File: src/design/pms_pkg.sv
// Shared constants, types and saturation functions of the particle step block.
package pms_pkg;

   localparam int FRAC_BITS = 8;
   localparam int SIZE_W    = 12;
   localparam int DIM_W     = SIZE_W + FRAC_BITS;
   localparam int POS_W     = 20;
   localparam int CSR_IDX_W = 3;
   localparam int CSR_DAT_W = 20;

   localparam logic [CSR_IDX_W-1:0] REG_SCREEN_WIDTH  = 3'd0;
   localparam logic [CSR_IDX_W-1:0] REG_SCREEN_HEIGHT = 3'd1;
   localparam logic [CSR_IDX_W-1:0] REG_MAX_SPEED     = 3'd2;
   localparam logic [CSR_IDX_W-1:0] REG_START_X       = 3'd3;
   localparam logic [CSR_IDX_W-1:0] REG_START_Y       = 3'd4;

   localparam logic [SIZE_W-1:0] RST_SCREEN_WIDTH  = 12'd1920;
   localparam logic [SIZE_W-1:0] RST_SCREEN_HEIGHT = 12'd1080;
   localparam logic [SIZE_W-1:0] RST_MAX_SPEED     = 12'd512;

   localparam int SQRT_STEPS = 17;
   localparam int DIV_STEPS  = 29;
   localparam int CNT_W      = 5;

   localparam logic [7:0] LEVEL_MAX = 8'd255;

   localparam logic [3:0] OP_NONE      = 4'd0;
   localparam logic [3:0] OP_ACCEPT    = 4'd1;
   localparam logic [3:0] OP_SQX       = 4'd2;
   localparam logic [3:0] OP_SQY       = 4'd3;
   localparam logic [3:0] OP_SUM       = 4'd4;
   localparam logic [3:0] OP_CMP       = 4'd5;
   localparam logic [3:0] OP_SQRT      = 4'd6;
   localparam logic [3:0] OP_MULX      = 4'd7;
   localparam logic [3:0] OP_MULY      = 4'd8;
   localparam logic [3:0] OP_DIV_INIT  = 4'd9;
   localparam logic [3:0] OP_DIV       = 4'd10;
   localparam logic [3:0] OP_STORE_X   = 4'd11;
   localparam logic [3:0] OP_STORE_Y   = 4'd12;
   localparam logic [3:0] OP_POS       = 4'd13;
   localparam logic [3:0] OP_GREEN     = 4'd14;
   localparam logic [3:0] OP_FINISH    = 4'd15;

   typedef struct packed {
      logic [3:0] op;
   } cmd_type;

   typedef struct packed {
      logic clamp;
      logic green_special;
   } status_type;

   function automatic logic signed [15:0] sat_acc(input logic signed [16:0] v);
      logic signed [15:0] r;
      if (v > 17'sd32767) r = 16'sh7fff;
      else if (v < -17'sd32768) r = 16'sh8000;
      else r = 16'(v);
      return r;
   endfunction

   function automatic logic signed [12:0] sat_vel(input logic signed [16:0] v);
      logic signed [12:0] r;
      if (v > 17'sd4095) r = 13'sh0fff;
      else if (v < -17'sd4096) r = 13'sh1000;
      else r = 13'(v);
      return r;
   endfunction

   function automatic logic signed [20:0] sat_prev(input logic signed [21:0] v);
      logic signed [20:0] r;
      if (v > 22'sd1048575) r = 21'sh0fffff;
      else if (v < -22'sd1048576) r = 21'sh100000;
      else r = 21'(v);
      return r;
   endfunction

   function automatic logic signed [21:0] sat_pos(input logic signed [23:0] v);
      logic signed [21:0] r;
      if (v > 24'sd2097151) r = 22'sh1fffff;
      else if (v < -24'sd2097152) r = 22'sh200000;
      else r = 22'(v);
      return r;
   endfunction

endpackage

File: src/design/pms_if.sv
// Request, response and register write channels of the particle step block.
interface pms_req_if;
   logic                valid;
   logic                ready;
   logic                command;
   logic signed [15:0]  force_x;
   logic signed [15:0]  force_y;
   logic signed [8:0]   jitter_x;
   logic signed [8:0]   jitter_y;
   modport source (output valid, command, force_x, force_y, jitter_x, jitter_y,
                   input ready);
   modport sink   (input valid, command, force_x, force_y, jitter_x, jitter_y,
                   output ready);
endinterface

interface pms_rsp_if;
   logic        valid;
   logic        ready;
   logic [19:0] position_x;
   logic [19:0] position_y;
   logic [19:0] previous_x;
   logic [19:0] previous_y;
   logic [7:0]  green_level;
   logic        wrapped;
   modport source (output valid, position_x, position_y, previous_x, previous_y,
                   green_level, wrapped, input ready);
   modport sink   (input valid, position_x, position_y, previous_x, previous_y,
                   green_level, wrapped, output ready);
endinterface

interface pms_csr_if;
   logic        valid;
   logic        ready;
   logic [2:0]  index;
   logic [19:0] data;
   modport source (output valid, index, data, input ready);
   modport sink   (input valid, index, data, output ready);
endinterface

File: src/design/pms_ctrl.sv
// Sequencer that steps the particle datapath through one request.
module pms_ctrl (
   input  logic                 clock,
   input  logic                 reset,
   input  logic                 req_valid,
   input  logic                 req_command,
   output logic                 req_ready,
   output logic                 rsp_valid,
   input  logic                 rsp_ready,
   input  pms_pkg::status_type  status,
   output pms_pkg::cmd_type     cmd
);

   localparam logic [4:0] S_IDLE  = 5'd0;
   localparam logic [4:0] S_SQX   = 5'd1;
   localparam logic [4:0] S_SQY   = 5'd2;
   localparam logic [4:0] S_SUM   = 5'd3;
   localparam logic [4:0] S_CMP   = 5'd4;
   localparam logic [4:0] S_SQRT  = 5'd5;
   localparam logic [4:0] S_MULX  = 5'd6;
   localparam logic [4:0] S_DIVXI = 5'd7;
   localparam logic [4:0] S_DIVX  = 5'd8;
   localparam logic [4:0] S_STX   = 5'd9;
   localparam logic [4:0] S_MULY  = 5'd10;
   localparam logic [4:0] S_DIVYI = 5'd11;
   localparam logic [4:0] S_DIVY  = 5'd12;
   localparam logic [4:0] S_STY   = 5'd13;
   localparam logic [4:0] S_POS   = 5'd14;
   localparam logic [4:0] S_GRNI  = 5'd15;
   localparam logic [4:0] S_GRN   = 5'd16;
   localparam logic [4:0] S_FIN   = 5'd17;

   localparam logic [pms_pkg::CNT_W-1:0] SQRT_LAST = pms_pkg::CNT_W'(pms_pkg::SQRT_STEPS - 1);
   localparam logic [pms_pkg::CNT_W-1:0] DIV_LAST  = pms_pkg::CNT_W'(pms_pkg::DIV_STEPS - 1);

   logic [4:0]                 state_ff, state_in;
   logic [pms_pkg::CNT_W-1:0]  cnt_ff, cnt_in;
   logic                       rsp_valid_ff, rsp_valid_in;
   logic [3:0]                 op;

   always_comb begin
      state_in     = state_ff;
      cnt_in       = cnt_ff;
      op           = pms_pkg::OP_NONE;
      rsp_valid_in = rsp_valid_ff & ~rsp_ready;
      unique case (state_ff)
         S_IDLE: begin
            if (req_valid) begin
               op = pms_pkg::OP_ACCEPT;
               if (req_command) state_in = S_SQX;
            end
         end
         S_SQX: begin
            op = pms_pkg::OP_SQX;
            state_in = S_SQY;
         end
         S_SQY: begin
            op = pms_pkg::OP_SQY;
            state_in = S_SUM;
         end
         S_SUM: begin
            op = pms_pkg::OP_SUM;
            state_in = S_CMP;
         end
         S_CMP: begin
            op = pms_pkg::OP_CMP;
            cnt_in = '0;
            state_in = status.clamp ? S_SQRT : S_POS;
         end
         S_SQRT: begin
            op = pms_pkg::OP_SQRT;
            cnt_in = cnt_ff + 1'b1;
            if (cnt_ff == SQRT_LAST) state_in = S_MULX;
         end
         S_MULX: begin
            op = pms_pkg::OP_MULX;
            state_in = S_DIVXI;
         end
         S_DIVXI: begin
            op = pms_pkg::OP_DIV_INIT;
            cnt_in = '0;
            state_in = S_DIVX;
         end
         S_DIVX: begin
            op = pms_pkg::OP_DIV;
            cnt_in = cnt_ff + 1'b1;
            if (cnt_ff == DIV_LAST) state_in = S_STX;
         end
         S_STX: begin
            op = pms_pkg::OP_STORE_X;
            state_in = S_MULY;
         end
         S_MULY: begin
            op = pms_pkg::OP_MULY;
            state_in = S_DIVYI;
         end
         S_DIVYI: begin
            op = pms_pkg::OP_DIV_INIT;
            cnt_in = '0;
            state_in = S_DIVY;
         end
         S_DIVY: begin
            op = pms_pkg::OP_DIV;
            cnt_in = cnt_ff + 1'b1;
            if (cnt_ff == DIV_LAST) state_in = S_STY;
         end
         S_STY: begin
            op = pms_pkg::OP_STORE_Y;
            state_in = S_POS;
         end
         S_POS: begin
            op = pms_pkg::OP_POS;
            state_in = S_GRNI;
         end
         S_GRNI: begin
            op = pms_pkg::OP_GREEN;
            cnt_in = '0;
            state_in = status.green_special ? S_FIN : S_GRN;
         end
         S_GRN: begin
            op = pms_pkg::OP_DIV;
            cnt_in = cnt_ff + 1'b1;
            if (cnt_ff == DIV_LAST) state_in = S_FIN;
         end
         S_FIN: begin
            if (!rsp_valid_ff || rsp_ready) begin
               op = pms_pkg::OP_FINISH;
               rsp_valid_in = 1'b1;
               state_in = S_IDLE;
            end
         end
         default: begin
            state_in = S_IDLE;
         end
      endcase
   end

   always_ff @(posedge clock) begin
      if (reset) begin
         state_ff     <= S_IDLE;
         cnt_ff       <= '0;
         rsp_valid_ff <= 1'b0;
      end else begin
         state_ff     <= state_in;
         cnt_ff       <= cnt_in;
         rsp_valid_ff <= rsp_valid_in;
      end
   end

   assign req_ready = (state_ff == S_IDLE);
   assign rsp_valid = rsp_valid_ff;
   assign cmd.op    = op;

endmodule

File: src/design/pms_dp.sv
// Datapath with particle state, multiplier, root and divide iterations.
module pms_dp (
   input  logic                               clock,
   input  logic                               reset,
   input  pms_pkg::cmd_type                   cmd,
   output pms_pkg::status_type                status,
   input  logic                               in_command,
   input  logic signed [15:0]                 in_force_x,
   input  logic signed [15:0]                 in_force_y,
   input  logic signed [8:0]                  in_jitter_x,
   input  logic signed [8:0]                  in_jitter_y,
   input  logic                               cfg_we,
   input  logic [pms_pkg::CSR_IDX_W-1:0]      cfg_index,
   input  logic [pms_pkg::CSR_DAT_W-1:0]      cfg_data,
   output logic [pms_pkg::POS_W-1:0]          out_position_x,
   output logic [pms_pkg::POS_W-1:0]          out_position_y,
   output logic [pms_pkg::POS_W-1:0]          out_previous_x,
   output logic [pms_pkg::POS_W-1:0]          out_previous_y,
   output logic [7:0]                         out_green_level,
   output logic                               out_wrapped
);

   localparam int DW = pms_pkg::DIM_W;

   logic [pms_pkg::SIZE_W-1:0] sw_ff, sw_in, sh_ff, sh_in, ms_ff, ms_in;
   logic signed [21:0] pos_x_ff, pos_x_in, pos_y_ff, pos_y_in;
   logic signed [20:0] prev_x_ff, prev_x_in, prev_y_ff, prev_y_in;
   logic signed [12:0] vel_x_ff, vel_x_in, vel_y_ff, vel_y_in;
   logic signed [15:0] acc_x_ff, acc_x_in, acc_y_ff, acc_y_in;
   logic signed [16:0] vx_ff, vx_in, vy_ff, vy_in;
   logic signed [8:0]  jx_ff, jx_in, jy_ff, jy_in;
   logic [32:0] mul_ff, mul_in;
   logic [33:0] s_ff, s_in;
   logic [18:0] rem_ff, rem_in;
   logic [16:0] root_ff, root_in;
   logic [DW-1:0] dr_ff, dr_in, dd_ff, dd_in;
   logic [28:0] dq_ff, dq_in;
   logic        gsp_ff, gsp_in;
   logic [7:0]  gval_ff, gval_in;
   logic [pms_pkg::POS_W-1:0] opx_ff, opx_in, opy_ff, opy_in, ovx_ff, ovx_in, ovy_ff, ovy_in;
   logic [7:0]  og_ff, og_in;
   logic        ow_ff, ow_in;

   logic [16:0] abs_vx, abs_vy, mul_a, mul_b;
   logic [20:0] sq_t, sq_trial;
   logic [DW:0] dv_t;
   logic [DW-1:0] w_dim, h_dim, g_d;
   logic signed [12:0] vsx, vsy;
   logic signed [22:0] px_w, py_w;
   logic wr_x, wr_y;

   assign abs_vx = vx_ff[16] ? 17'(-vx_ff) : 17'(vx_ff);
   assign abs_vy = vy_ff[16] ? 17'(-vy_ff) : 17'(vy_ff);
   assign w_dim  = {sw_ff, {pms_pkg::FRAC_BITS{1'b0}}};
   assign h_dim  = {sh_ff, {pms_pkg::FRAC_BITS{1'b0}}};
   assign vsx    = pms_pkg::sat_vel(vx_ff);
   assign vsy    = pms_pkg::sat_vel(vy_ff);
   assign sq_t     = {rem_ff, s_ff[33:32]};
   assign sq_trial = {2'b00, root_ff, 2'b01};
   assign dv_t     = {dr_ff, dq_ff[28]};
   assign g_d      = h_dim - DW'(pos_y_ff);

   assign status.clamp = (s_ff > 34'(mul_ff));
   assign status.green_special = (h_dim == '0) || (pos_y_ff <= 22'sd0) ||
                                 (23'(pos_y_ff) >= $signed({3'b000, h_dim}));

   always_comb begin
      case (cmd.op)
         pms_pkg::OP_SQX: begin
            mul_a = abs_vx;
            mul_b = abs_vx;
         end
         pms_pkg::OP_SQY: begin
            mul_a = abs_vy;
            mul_b = abs_vy;
         end
         pms_pkg::OP_SUM: begin
            mul_a = 17'(ms_ff);
            mul_b = 17'(ms_ff);
         end
         pms_pkg::OP_MULX: begin
            mul_a = abs_vx;
            mul_b = 17'(ms_ff);
         end
         default: begin
            mul_a = abs_vy;
            mul_b = 17'(ms_ff);
         end
      endcase
   end

   always_comb begin
      sw_in = sw_ff;   sh_in = sh_ff;   ms_in = ms_ff;
      pos_x_in = pos_x_ff;   pos_y_in = pos_y_ff;
      prev_x_in = prev_x_ff; prev_y_in = prev_y_ff;
      vel_x_in = vel_x_ff;   vel_y_in = vel_y_ff;
      acc_x_in = acc_x_ff;   acc_y_in = acc_y_ff;
      vx_in = vx_ff;   vy_in = vy_ff;   jx_in = jx_ff;   jy_in = jy_ff;
      mul_in = mul_ff; s_in = s_ff;    rem_in = rem_ff; root_in = root_ff;
      dr_in = dr_ff;   dd_in = dd_ff;  dq_in = dq_ff;
      gsp_in = gsp_ff; gval_in = gval_ff;
      opx_in = opx_ff; opy_in = opy_ff; ovx_in = ovx_ff; ovy_in = ovy_ff;
      og_in = og_ff;   ow_in = ow_ff;
      px_w = 23'(pos_x_ff);
      py_w = 23'(pos_y_ff);
      wr_x = 1'b0;
      wr_y = 1'b0;

      case (cmd.op)
         pms_pkg::OP_ACCEPT: begin
            if (in_command) begin
               vx_in = 17'(vel_x_ff) + 17'(acc_x_ff);
               vy_in = 17'(vel_y_ff) + 17'(acc_y_ff);
               jx_in = in_jitter_x;
               jy_in = in_jitter_y;
               acc_x_in = '0;
               acc_y_in = '0;
            end else begin
               acc_x_in = pms_pkg::sat_acc(17'(acc_x_ff) + 17'(in_force_x));
               acc_y_in = pms_pkg::sat_acc(17'(acc_y_ff) + 17'(in_force_y));
            end
         end
         pms_pkg::OP_SQX, pms_pkg::OP_MULX, pms_pkg::OP_MULY: begin
            mul_in = 33'(mul_a * mul_b);
         end
         pms_pkg::OP_SQY: begin
            s_in   = 34'(mul_ff);
            mul_in = 33'(mul_a * mul_b);
         end
         pms_pkg::OP_SUM: begin
            s_in   = s_ff + 34'(mul_ff);
            mul_in = 33'(mul_a * mul_b);
         end
         pms_pkg::OP_CMP: begin
            rem_in  = '0;
            root_in = '0;
         end
         pms_pkg::OP_SQRT: begin
            s_in = {s_ff[31:0], 2'b00};
            if (sq_t >= sq_trial) begin
               rem_in  = 19'(sq_t - sq_trial);
               root_in = {root_ff[15:0], 1'b1};
            end else begin
               rem_in  = sq_t[18:0];
               root_in = {root_ff[15:0], 1'b0};
            end
         end
         pms_pkg::OP_DIV_INIT: begin
            dr_in = '0;
            dd_in = DW'(root_ff);
            dq_in = 29'(mul_ff);
         end
         pms_pkg::OP_DIV: begin
            if (dv_t >= {1'b0, dd_ff}) begin
               dr_in = DW'(dv_t - {1'b0, dd_ff});
               dq_in = {dq_ff[27:0], 1'b1};
            end else begin
               dr_in = dv_t[DW-1:0];
               dq_in = {dq_ff[27:0], 1'b0};
            end
         end
         pms_pkg::OP_STORE_X: begin
            vx_in = vx_ff[16] ? -$signed(dq_ff[16:0]) : $signed(dq_ff[16:0]);
         end
         pms_pkg::OP_STORE_Y: begin
            vy_in = vy_ff[16] ? -$signed(dq_ff[16:0]) : $signed(dq_ff[16:0]);
         end
         pms_pkg::OP_POS: begin
            vel_x_in  = vsx;
            vel_y_in  = vsy;
            prev_x_in = pms_pkg::sat_prev(pos_x_ff);
            prev_y_in = pms_pkg::sat_prev(pos_y_ff);
            pos_x_in  = pms_pkg::sat_pos(24'(pos_x_ff) + 24'(vsx) + 24'(jx_ff));
            pos_y_in  = pms_pkg::sat_pos(24'(pos_y_ff) + 24'(vsy) + 24'(jy_ff));
         end
         pms_pkg::OP_GREEN: begin
            gsp_in = status.green_special;
            if (h_dim != '0 && pos_y_ff <= 22'sd0) gval_in = pms_pkg::LEVEL_MAX;
            else gval_in = '0;
            dr_in = '0;
            dd_in = h_dim;
            dq_in = 29'({g_d, 8'h00}) - 29'(g_d);
         end
         pms_pkg::OP_FINISH: begin
            if (px_w < 0) begin
               px_w = px_w + $signed({3'b000, w_dim});
               wr_x = 1'b1;
            end else if (px_w >= $signed({3'b000, w_dim})) begin
               px_w = px_w - $signed({3'b000, w_dim});
               wr_x = 1'b1;
            end
            if (py_w < 0) begin
               py_w = py_w + $signed({3'b000, h_dim});
               wr_y = 1'b1;
            end else if (py_w >= $signed({3'b000, h_dim})) begin
               py_w = py_w - $signed({3'b000, h_dim});
               wr_y = 1'b1;
            end
            pos_x_in = 22'(px_w);
            pos_y_in = 22'(py_w);
            if (wr_x || wr_y) begin
               prev_x_in = pms_pkg::sat_prev(22'(px_w));
               prev_y_in = pms_pkg::sat_prev(22'(py_w));
            end
            opx_in = px_w[19:0];
            opy_in = py_w[19:0];
            ovx_in = (wr_x || wr_y) ? prev_x_in[19:0] : prev_x_ff[19:0];
            ovy_in = (wr_x || wr_y) ? prev_y_in[19:0] : prev_y_ff[19:0];
            og_in  = gsp_ff ? gval_ff : dq_ff[7:0];
            ow_in  = wr_x || wr_y;
         end
         default: begin
         end
      endcase

      if (cfg_we) begin
         unique case (cfg_index)
            pms_pkg::REG_SCREEN_WIDTH:  sw_in = cfg_data[pms_pkg::SIZE_W-1:0];
            pms_pkg::REG_SCREEN_HEIGHT: sh_in = cfg_data[pms_pkg::SIZE_W-1:0];
            pms_pkg::REG_MAX_SPEED:     ms_in = cfg_data[pms_pkg::SIZE_W-1:0];
            pms_pkg::REG_START_X: begin
               pos_x_in  = 22'($signed({1'b0, cfg_data}));
               prev_x_in = 21'($signed({1'b0, cfg_data}));
            end
            pms_pkg::REG_START_Y: begin
               pos_y_in  = 22'($signed({1'b0, cfg_data}));
               prev_y_in = 21'($signed({1'b0, cfg_data}));
            end
            default: begin
            end
         endcase
      end
   end

   always_ff @(posedge clock) begin
      if (reset) begin
         sw_ff <= pms_pkg::RST_SCREEN_WIDTH;
         sh_ff <= pms_pkg::RST_SCREEN_HEIGHT;
         ms_ff <= pms_pkg::RST_MAX_SPEED;
         pos_x_ff <= '0;  pos_y_ff <= '0;
         prev_x_ff <= '0; prev_y_ff <= '0;
         vel_x_ff <= '0;  vel_y_ff <= '0;
         acc_x_ff <= '0;  acc_y_ff <= '0;
      end else begin
         sw_ff <= sw_in;  sh_ff <= sh_in;  ms_ff <= ms_in;
         pos_x_ff <= pos_x_in;   pos_y_ff <= pos_y_in;
         prev_x_ff <= prev_x_in; prev_y_ff <= prev_y_in;
         vel_x_ff <= vel_x_in;   vel_y_ff <= vel_y_in;
         acc_x_ff <= acc_x_in;   acc_y_ff <= acc_y_in;
      end
   end

   always_ff @(posedge clock) begin
      vx_ff <= vx_in;   vy_ff <= vy_in;   jx_ff <= jx_in;   jy_ff <= jy_in;
      mul_ff <= mul_in; s_ff <= s_in;     rem_ff <= rem_in; root_ff <= root_in;
      dr_ff <= dr_in;   dd_ff <= dd_in;   dq_ff <= dq_in;
      gsp_ff <= gsp_in; gval_ff <= gval_in;
      opx_ff <= opx_in; opy_ff <= opy_in; ovx_ff <= ovx_in; ovy_ff <= ovy_in;
      og_ff <= og_in;   ow_ff <= ow_in;
   end

   assign out_position_x  = opx_ff;
   assign out_position_y  = opy_ff;
   assign out_previous_x  = ovx_ff;
   assign out_previous_y  = ovy_ff;
   assign out_green_level = og_ff;
   assign out_wrapped     = ow_ff;

endmodule

File: src/design/particle_motion_step_top.sv
// Top level of the fixed-point particle step block.
// An add-force request gives no response. A tick request with the speed not above the
// limit and the new y outside the open screen height range takes the shortest path; a new y
// strictly inside that range adds a divide, and a speed clamp adds a square root (two
// radicand bits per cycle) and two component divides. The rate is set by the single shared
// restoring divider, which yields one quotient bit per cycle, and by the shared 17 by 17 bit
// multiplier. The response sits in an output register, and a new request is accepted while
// that response waits.
module particle_motion_step_top (
   input  logic        clock,
   input  logic        reset,
   pms_req_if.sink     req_ch,
   pms_rsp_if.source   rsp_ch,
   pms_csr_if.sink     csr_ch
);

   pms_pkg::cmd_type    cmd;
   pms_pkg::status_type status;

   assign csr_ch.ready = 1'b1;

   pms_ctrl u_ctrl (
      .clock       (clock),
      .reset       (reset),
      .req_valid   (req_ch.valid),
      .req_command (req_ch.command),
      .req_ready   (req_ch.ready),
      .rsp_valid   (rsp_ch.valid),
      .rsp_ready   (rsp_ch.ready),
      .status      (status),
      .cmd         (cmd)
   );

   pms_dp u_dp (
      .clock           (clock),
      .reset           (reset),
      .cmd             (cmd),
      .status          (status),
      .in_command      (req_ch.command),
      .in_force_x      (req_ch.force_x),
      .in_force_y      (req_ch.force_y),
      .in_jitter_x     (req_ch.jitter_x),
      .in_jitter_y     (req_ch.jitter_y),
      .cfg_we          (csr_ch.valid),
      .cfg_index       (csr_ch.index),
      .cfg_data        (csr_ch.data),
      .out_position_x  (rsp_ch.position_x),
      .out_position_y  (rsp_ch.position_y),
      .out_previous_x  (rsp_ch.previous_x),
      .out_previous_y  (rsp_ch.previous_y),
      .out_green_level (rsp_ch.green_level),
      .out_wrapped     (rsp_ch.wrapped)
   );

endmodule

File: src/flat_wrapper.sv
// flat-port wrapper written by rule: the top's interface ports become plain ports
module particle_motion_step_top_flat 
  (clock, reset, req_ch_valid, req_ch_command, req_ch_force_x, req_ch_force_y, req_ch_jitter_x, req_ch_jitter_y, req_ch_ready, rsp_ch_valid, rsp_ch_position_x, rsp_ch_position_y, rsp_ch_previous_x, rsp_ch_previous_y, rsp_ch_green_level, rsp_ch_wrapped, rsp_ch_ready, csr_ch_valid, csr_ch_index, csr_ch_data, csr_ch_ready);
  pms_req_if req_ch_i ();
  pms_rsp_if rsp_ch_i ();
  pms_csr_if csr_ch_i ();
  input  logic clock;
  input  logic reset;
  input wire logic [$bits(req_ch_i.valid)-1:0] req_ch_valid;
  input wire logic [$bits(req_ch_i.command)-1:0] req_ch_command;
  input wire logic [$bits(req_ch_i.force_x)-1:0] req_ch_force_x;
  input wire logic [$bits(req_ch_i.force_y)-1:0] req_ch_force_y;
  input wire logic [$bits(req_ch_i.jitter_x)-1:0] req_ch_jitter_x;
  input wire logic [$bits(req_ch_i.jitter_y)-1:0] req_ch_jitter_y;
  output wire logic [$bits(req_ch_i.ready)-1:0] req_ch_ready;
  output wire logic [$bits(rsp_ch_i.valid)-1:0] rsp_ch_valid;
  output wire logic [$bits(rsp_ch_i.position_x)-1:0] rsp_ch_position_x;
  output wire logic [$bits(rsp_ch_i.position_y)-1:0] rsp_ch_position_y;
  output wire logic [$bits(rsp_ch_i.previous_x)-1:0] rsp_ch_previous_x;
  output wire logic [$bits(rsp_ch_i.previous_y)-1:0] rsp_ch_previous_y;
  output wire logic [$bits(rsp_ch_i.green_level)-1:0] rsp_ch_green_level;
  output wire logic [$bits(rsp_ch_i.wrapped)-1:0] rsp_ch_wrapped;
  input wire logic [$bits(rsp_ch_i.ready)-1:0] rsp_ch_ready;
  input wire logic [$bits(csr_ch_i.valid)-1:0] csr_ch_valid;
  input wire logic [$bits(csr_ch_i.index)-1:0] csr_ch_index;
  input wire logic [$bits(csr_ch_i.data)-1:0] csr_ch_data;
  output wire logic [$bits(csr_ch_i.ready)-1:0] csr_ch_ready;
  assign req_ch_i.valid = req_ch_valid;
  assign req_ch_i.command = req_ch_command;
  assign req_ch_i.force_x = req_ch_force_x;
  assign req_ch_i.force_y = req_ch_force_y;
  assign req_ch_i.jitter_x = req_ch_jitter_x;
  assign req_ch_i.jitter_y = req_ch_jitter_y;
  assign req_ch_ready = req_ch_i.ready;
  assign rsp_ch_valid = rsp_ch_i.valid;
  assign rsp_ch_position_x = rsp_ch_i.position_x;
  assign rsp_ch_position_y = rsp_ch_i.position_y;
  assign rsp_ch_previous_x = rsp_ch_i.previous_x;
  assign rsp_ch_previous_y = rsp_ch_i.previous_y;
  assign rsp_ch_green_level = rsp_ch_i.green_level;
  assign rsp_ch_wrapped = rsp_ch_i.wrapped;
  assign rsp_ch_i.ready = rsp_ch_ready;
  assign csr_ch_i.valid = csr_ch_valid;
  assign csr_ch_i.index = csr_ch_index;
  assign csr_ch_i.data = csr_ch_data;
  assign csr_ch_ready = csr_ch_i.ready;
  particle_motion_step_top u_core (.clock(clock), .reset(reset), .req_ch(req_ch_i), .rsp_ch(rsp_ch_i), .csr_ch(csr_ch_i));
endmodule
File: config.mk
export PLATFORM = sky130hd
export DESIGN_NAME = particle_motion_step_top_flat
export DESIGN_NICKNAME = d
export VERILOG_FILES = /design/src/design/pms_pkg.sv /design/src/design/pms_if.sv /design/src/design/pms_ctrl.sv /design/src/design/pms_dp.sv /design/src/design/particle_motion_step_top.sv /design/src/flat_wrapper.sv
export SDC_FILE = /design/constraint.sdc
export NUM_CORES = 2
export LEC_CHECK = 0
export BUFFER_PORTS_ARGS = -buffer_cell sky130_fd_sc_hd__buf_2
export CELL_PAD_IN_SITES_DETAIL_PLACEMENT = 1
export CELL_PAD_IN_SITES_GLOBAL_PLACEMENT = 1
export CORE_ASPECT_RATIO = 1.75
export CORE_UTILIZATION = 54
export CTS_CLUSTER_DIAMETER = 150
export DETAILED_ROUTE_END_ITERATION = 10
export PLACE_DENSITY = 0.94
export REMOVE_ABC_BUFFERS = 1
export SLEW_MARGIN = 20
export SYNTH_ARGS = -nofsm -noshare
export SYNTH_HDL_FRONTEND = slang
export SYNTH_SLANG_ARGS = --single-unit
File: constraint.sdc
create_clock -name clock -period 15.1 [get_ports clock]
set_clock_uncertainty 0.1 [all_clocks]
set_input_delay 3.02 -clock clock [delete_from_list [all_inputs] [get_ports clock]]
set_output_delay 3.02 -clock clock [all_outputs]
set_load 0.05 [all_outputs]
==> impl_metrics.csv <==
group,metric,value,unit
run_status,outcome,"completed",
placement,gp_congestion,1.02,
detailed_routing,detail_route.vias_per_cell,6.85,
setup_path,rrSetupSlack,3.82,ns
timing,timing.final.ws_setup,2.50,ns
logic_synthesis,ys_top_cells_by_area,"edfxtp_1, fa_1, ha_1, dfxtp_1, nand2_1",
grt,grt_max_degree,81,
grt,antenna_found_initial,3,
layout,final_util,58.9,%
detailed_routing,drt_iter0_drc,4156,
logic_synthesis,yosysUniqueCellTypes,100,
detailed_routing,ant_nets,0,
detailed_routing,wl_per_cell,28.2,µm
logic_synthesis,seq_area_frac_synth,28.6,%
clock_tree,max-clock-path-buffers,3,
grt,top_usage_layer,"met2",
grt,grt_pass1_vias,47800,
floorplanning,fp.coreArea,0.0847,mm²
timing,finalSetupTns,0,ns
floorplanning,die_h,389,µm
grt,grtUsageMet2,71.0,%
timing,rsz0062_at_grt,"false",
setup_path,crit_type,"in -> reg",
floorplanning,initial_core_util,54.6,%
timing,timing.fmax,79.4,MHz
worst_hold_path,min_to,"u_core.u_dp.vel_x_ff[3]$_SDFFE_PP0P_",
setup_path,path_max_fanout,29,
setup_path,crit_top_cell,"fa_1",
worst_hold_path,hold_path.class,"reg -> reg",
worst_hold_path,hold_path_depth,2,
floorplanning,io_pins,171,
timing,setup-violations-final,0,
floorplanning,dieArea,0.0869,mm²
setup_path,cpPeakStageDelay,0.85,ns
layout,area_delta_synth_final,7.73,%
setup_path,reg2reg_to,"u_core.u_dp.mul_ff[23]$_DFFE_PP_",
clock_tree,cts_tree,"built",
logic_synthesis,synth_top_area_share,20.4,%
setup_path,critPathBufInv,6,
logic_synthesis,syn-cell-area,0.0463,mm²
setup_path,reg2reg_from,"u_core.u_ctrl.state_ff[1]$_SDFFE_PP0P_",
clock_tree,root_buffer,"clkbuf_16",
grt,grt_pass1_wl,278000,µm
placement,place_hpwl,132000,µm
grt,met3_usage,8.99,%
logic_synthesis,synth-seq-cells,504,
logic_synthesis,synth_warnings,0,
placement,pre_cts_slack,2.19,ns
logic_synthesis,synth-main-ff-cell,"edfxtp_1",
grt,track_usage,41.7,%
placement,port_buffers,169,
layout,fillCellCount,9879,
detailed_routing,first_pass_iters,8,
grt,grt_use_met1,43.0,%
clock_tree,path_clk_slew,0.07,ns
layout,drive_gt1_share,7.85,%
grt,gr-total-overflow,0,
logic_synthesis,yosysTopAreaCell,"edfxtp_1",
worst_hold_path,hold_start,"u_core.u_dp.vel_x_ff[3]$_SDFFE_PP0P_",
clock_tree,cts_sinks,504,
clock_tree,cts_hold_buf,0,
setup_path,cp-end-kind,"flop",
setup_path,start_kind,"input pin",
clock_tree,cts_resized,0,
logic_synthesis,avgSynthCellArea,8.80,µm²
timing,fin_crit_sh,83.4,%
floorplanning,fp.dieW,223,µm
logic_synthesis,synth_edf_count,315,
detailed_routing,drc,0,
clock_tree,htreeDepth,2,
logic_synthesis,async_flop_share,0,%
setup_path,crit_slowest_cell,"o221ai_2",
clock_tree,cts_setup_buffers,0,
setup_path,cp_data_required_time,15.37,ns
timing,period_needed,12.60,ns
clock_tree,cts_made_buffers,49,
floorplanning,rows,141,
setup_path,r2r_cells,30,
timing,slew_headroom,15.8,%
detailed_routing,vias,44100,
layout,finish.net_count,6078,
logic_synthesis,netlist_instances,5260,
timing,slew_violations,0,
setup_path,crit_family,"compound AO/OA/AOI/OAI gates",
timing,worstMarginPinSlew,1.26,ns
clock_tree,insertion_delay,0.65,ns
setup_path,arrival,12.87,ns
timing,hold_viol,0,
detailed_routing,wirelength,181000,µm
flow_run,cap_viol_max_count,0,
==> synthesized netlist by cell type, types with 34 or more instances <==
library cell	number
nand2_1	583
inv_1	510
ha_1	396
a21oi_1	375
nor2_1	374
edfxtp_1	315
o21ai_0	283
fa_1	279
xnor2_1	190
dfxtp_1	189
clkbuf_1	182
xor2_1	106
nand3_1	96
nor3_1	95
and2_1	84
o21bai_1	82
a21o_1	74
a22oi_1	65
nor2b_1	65
o21a_1	60
nand2b_1	57
a31oi_1	56
a211oi_1	55
or3_1	51
o21ai_1	49
and3_1	40
nand4_1	37
a221oi_1	34
buf_2	34
==> layout make-up <==
type,instances,area (µm²),area share [%]
inverters,514,1930,3.88
repair buffers,241,1400,2.80
well taps,1072,1340,2.69
clock buffers,70,1450,2.91
flip-flops and latches,504,13200,26.6
multi-input cells,4014,30300,60.8
clock inverters,22,184,0.369
diodes,2,5.00,0.0100
==> metal layers <==
layer	vias up	share of wire (%)	wire length, µm
li1	18600	-	-
met5	-	0	0
met3	1042	8.6	15600
met1	21800	32	58800
met4	0	10	19000
met2	2694	49	88000
==> metrics by stage <==
| stage | hold slack (ns) | area [µm²] | std cells |
|---|---|---|---|
| finish | 0.373 | 49800 | 6439 |
| global placement | 0.348 | 48200 | 6344 |
| detailed placement | 0.361 | 48200 | 6344 |
| global route | 0.403 | 49800 | 6437 |
| CTS | 0.377 | 49800 | 6436 |
| floorplan | 0.331 | 45300 | 5032 |
==> kinds of logic (layout without fill, tap and decap cells) <==
kind of cell / count (synthesis) / in the layout / synth area share, %
other cells: 2 / 12 / 0.0162
flops: 504 / 504 / 28.6
xor+xnor: 296 / 296 / 5.60
compound gates: 1410 / 1410 / 19.8
fa+ha+maj: 681 / 681 / 22.9
simple gates: 1580 / 1580 / 16.0
mux: 37 / 37 / 0.819
buf+inv: 750 / 847 / 6.24
==> sequential cells by signal, indices dropped and copies added, names as in the netlist, 22 cells and up <==
signal,flops
u_core.u_dp.pos_y_ff,22
u_core.u_dp.pos_x_ff,22
u_core.u_dp.mul_ff,33
u_core.u_dp.s_ff,34
u_core.u_dp.dq_ff,29
==> tightest hold or removal path, cell delays in order (launching register included) <==
cell and delay [ns]:
dfxtp_1 0.32, nand2_1 0.06, a21oi_1 0.05
==> placed cells by master (no fill, tap or decap), drive strengths merged, types with 190 or more instances in the layout <==
cell    count
nand2     585
inv       517
ha        396
a21oi     377
nor2      375
o21ai     334
edfxtp    315
fa        279
buf       241
xnor2     190
==> worst max-delay path by stage <==
| stage | startpoint | to | slack [ns] | cells past startpoint |
|---|---|---|---|---|
| 2_1_floorplan | rsp_ch_ready | u_core.u_dp.mul_ff[32]$_DFFE_PP_ | 3.40 | 28 |
| 3_3_place_gp | rsp_ch_ready | u_core.u_dp.mul_ff[29]$_DFFE_PP_ | 2.80 | 31 |
| 3_5_place_dp | rsp_ch_ready | u_core.u_dp.mul_ff[23]$_DFFE_PP_ | 2.19 | 30 |
| 4_1_cts | rsp_ch_ready | u_core.u_dp.mul_ff[23]$_DFFE_PP_ | 2.77 | 30 |
| 5_1_grt | rsp_ch_ready | u_core.u_dp.mul_ff[23]$_DFFE_PP_ | 2.10 | 30 |
| 6_report | rsp_ch_ready | u_core.u_dp.mul_ff[23]$_DFFE_PP_ | 2.50 | 30 |
Power is left out: the tool's default activity adds up to more than one toggle a clock period on the data nets, which glitch-free logic cannot reach.
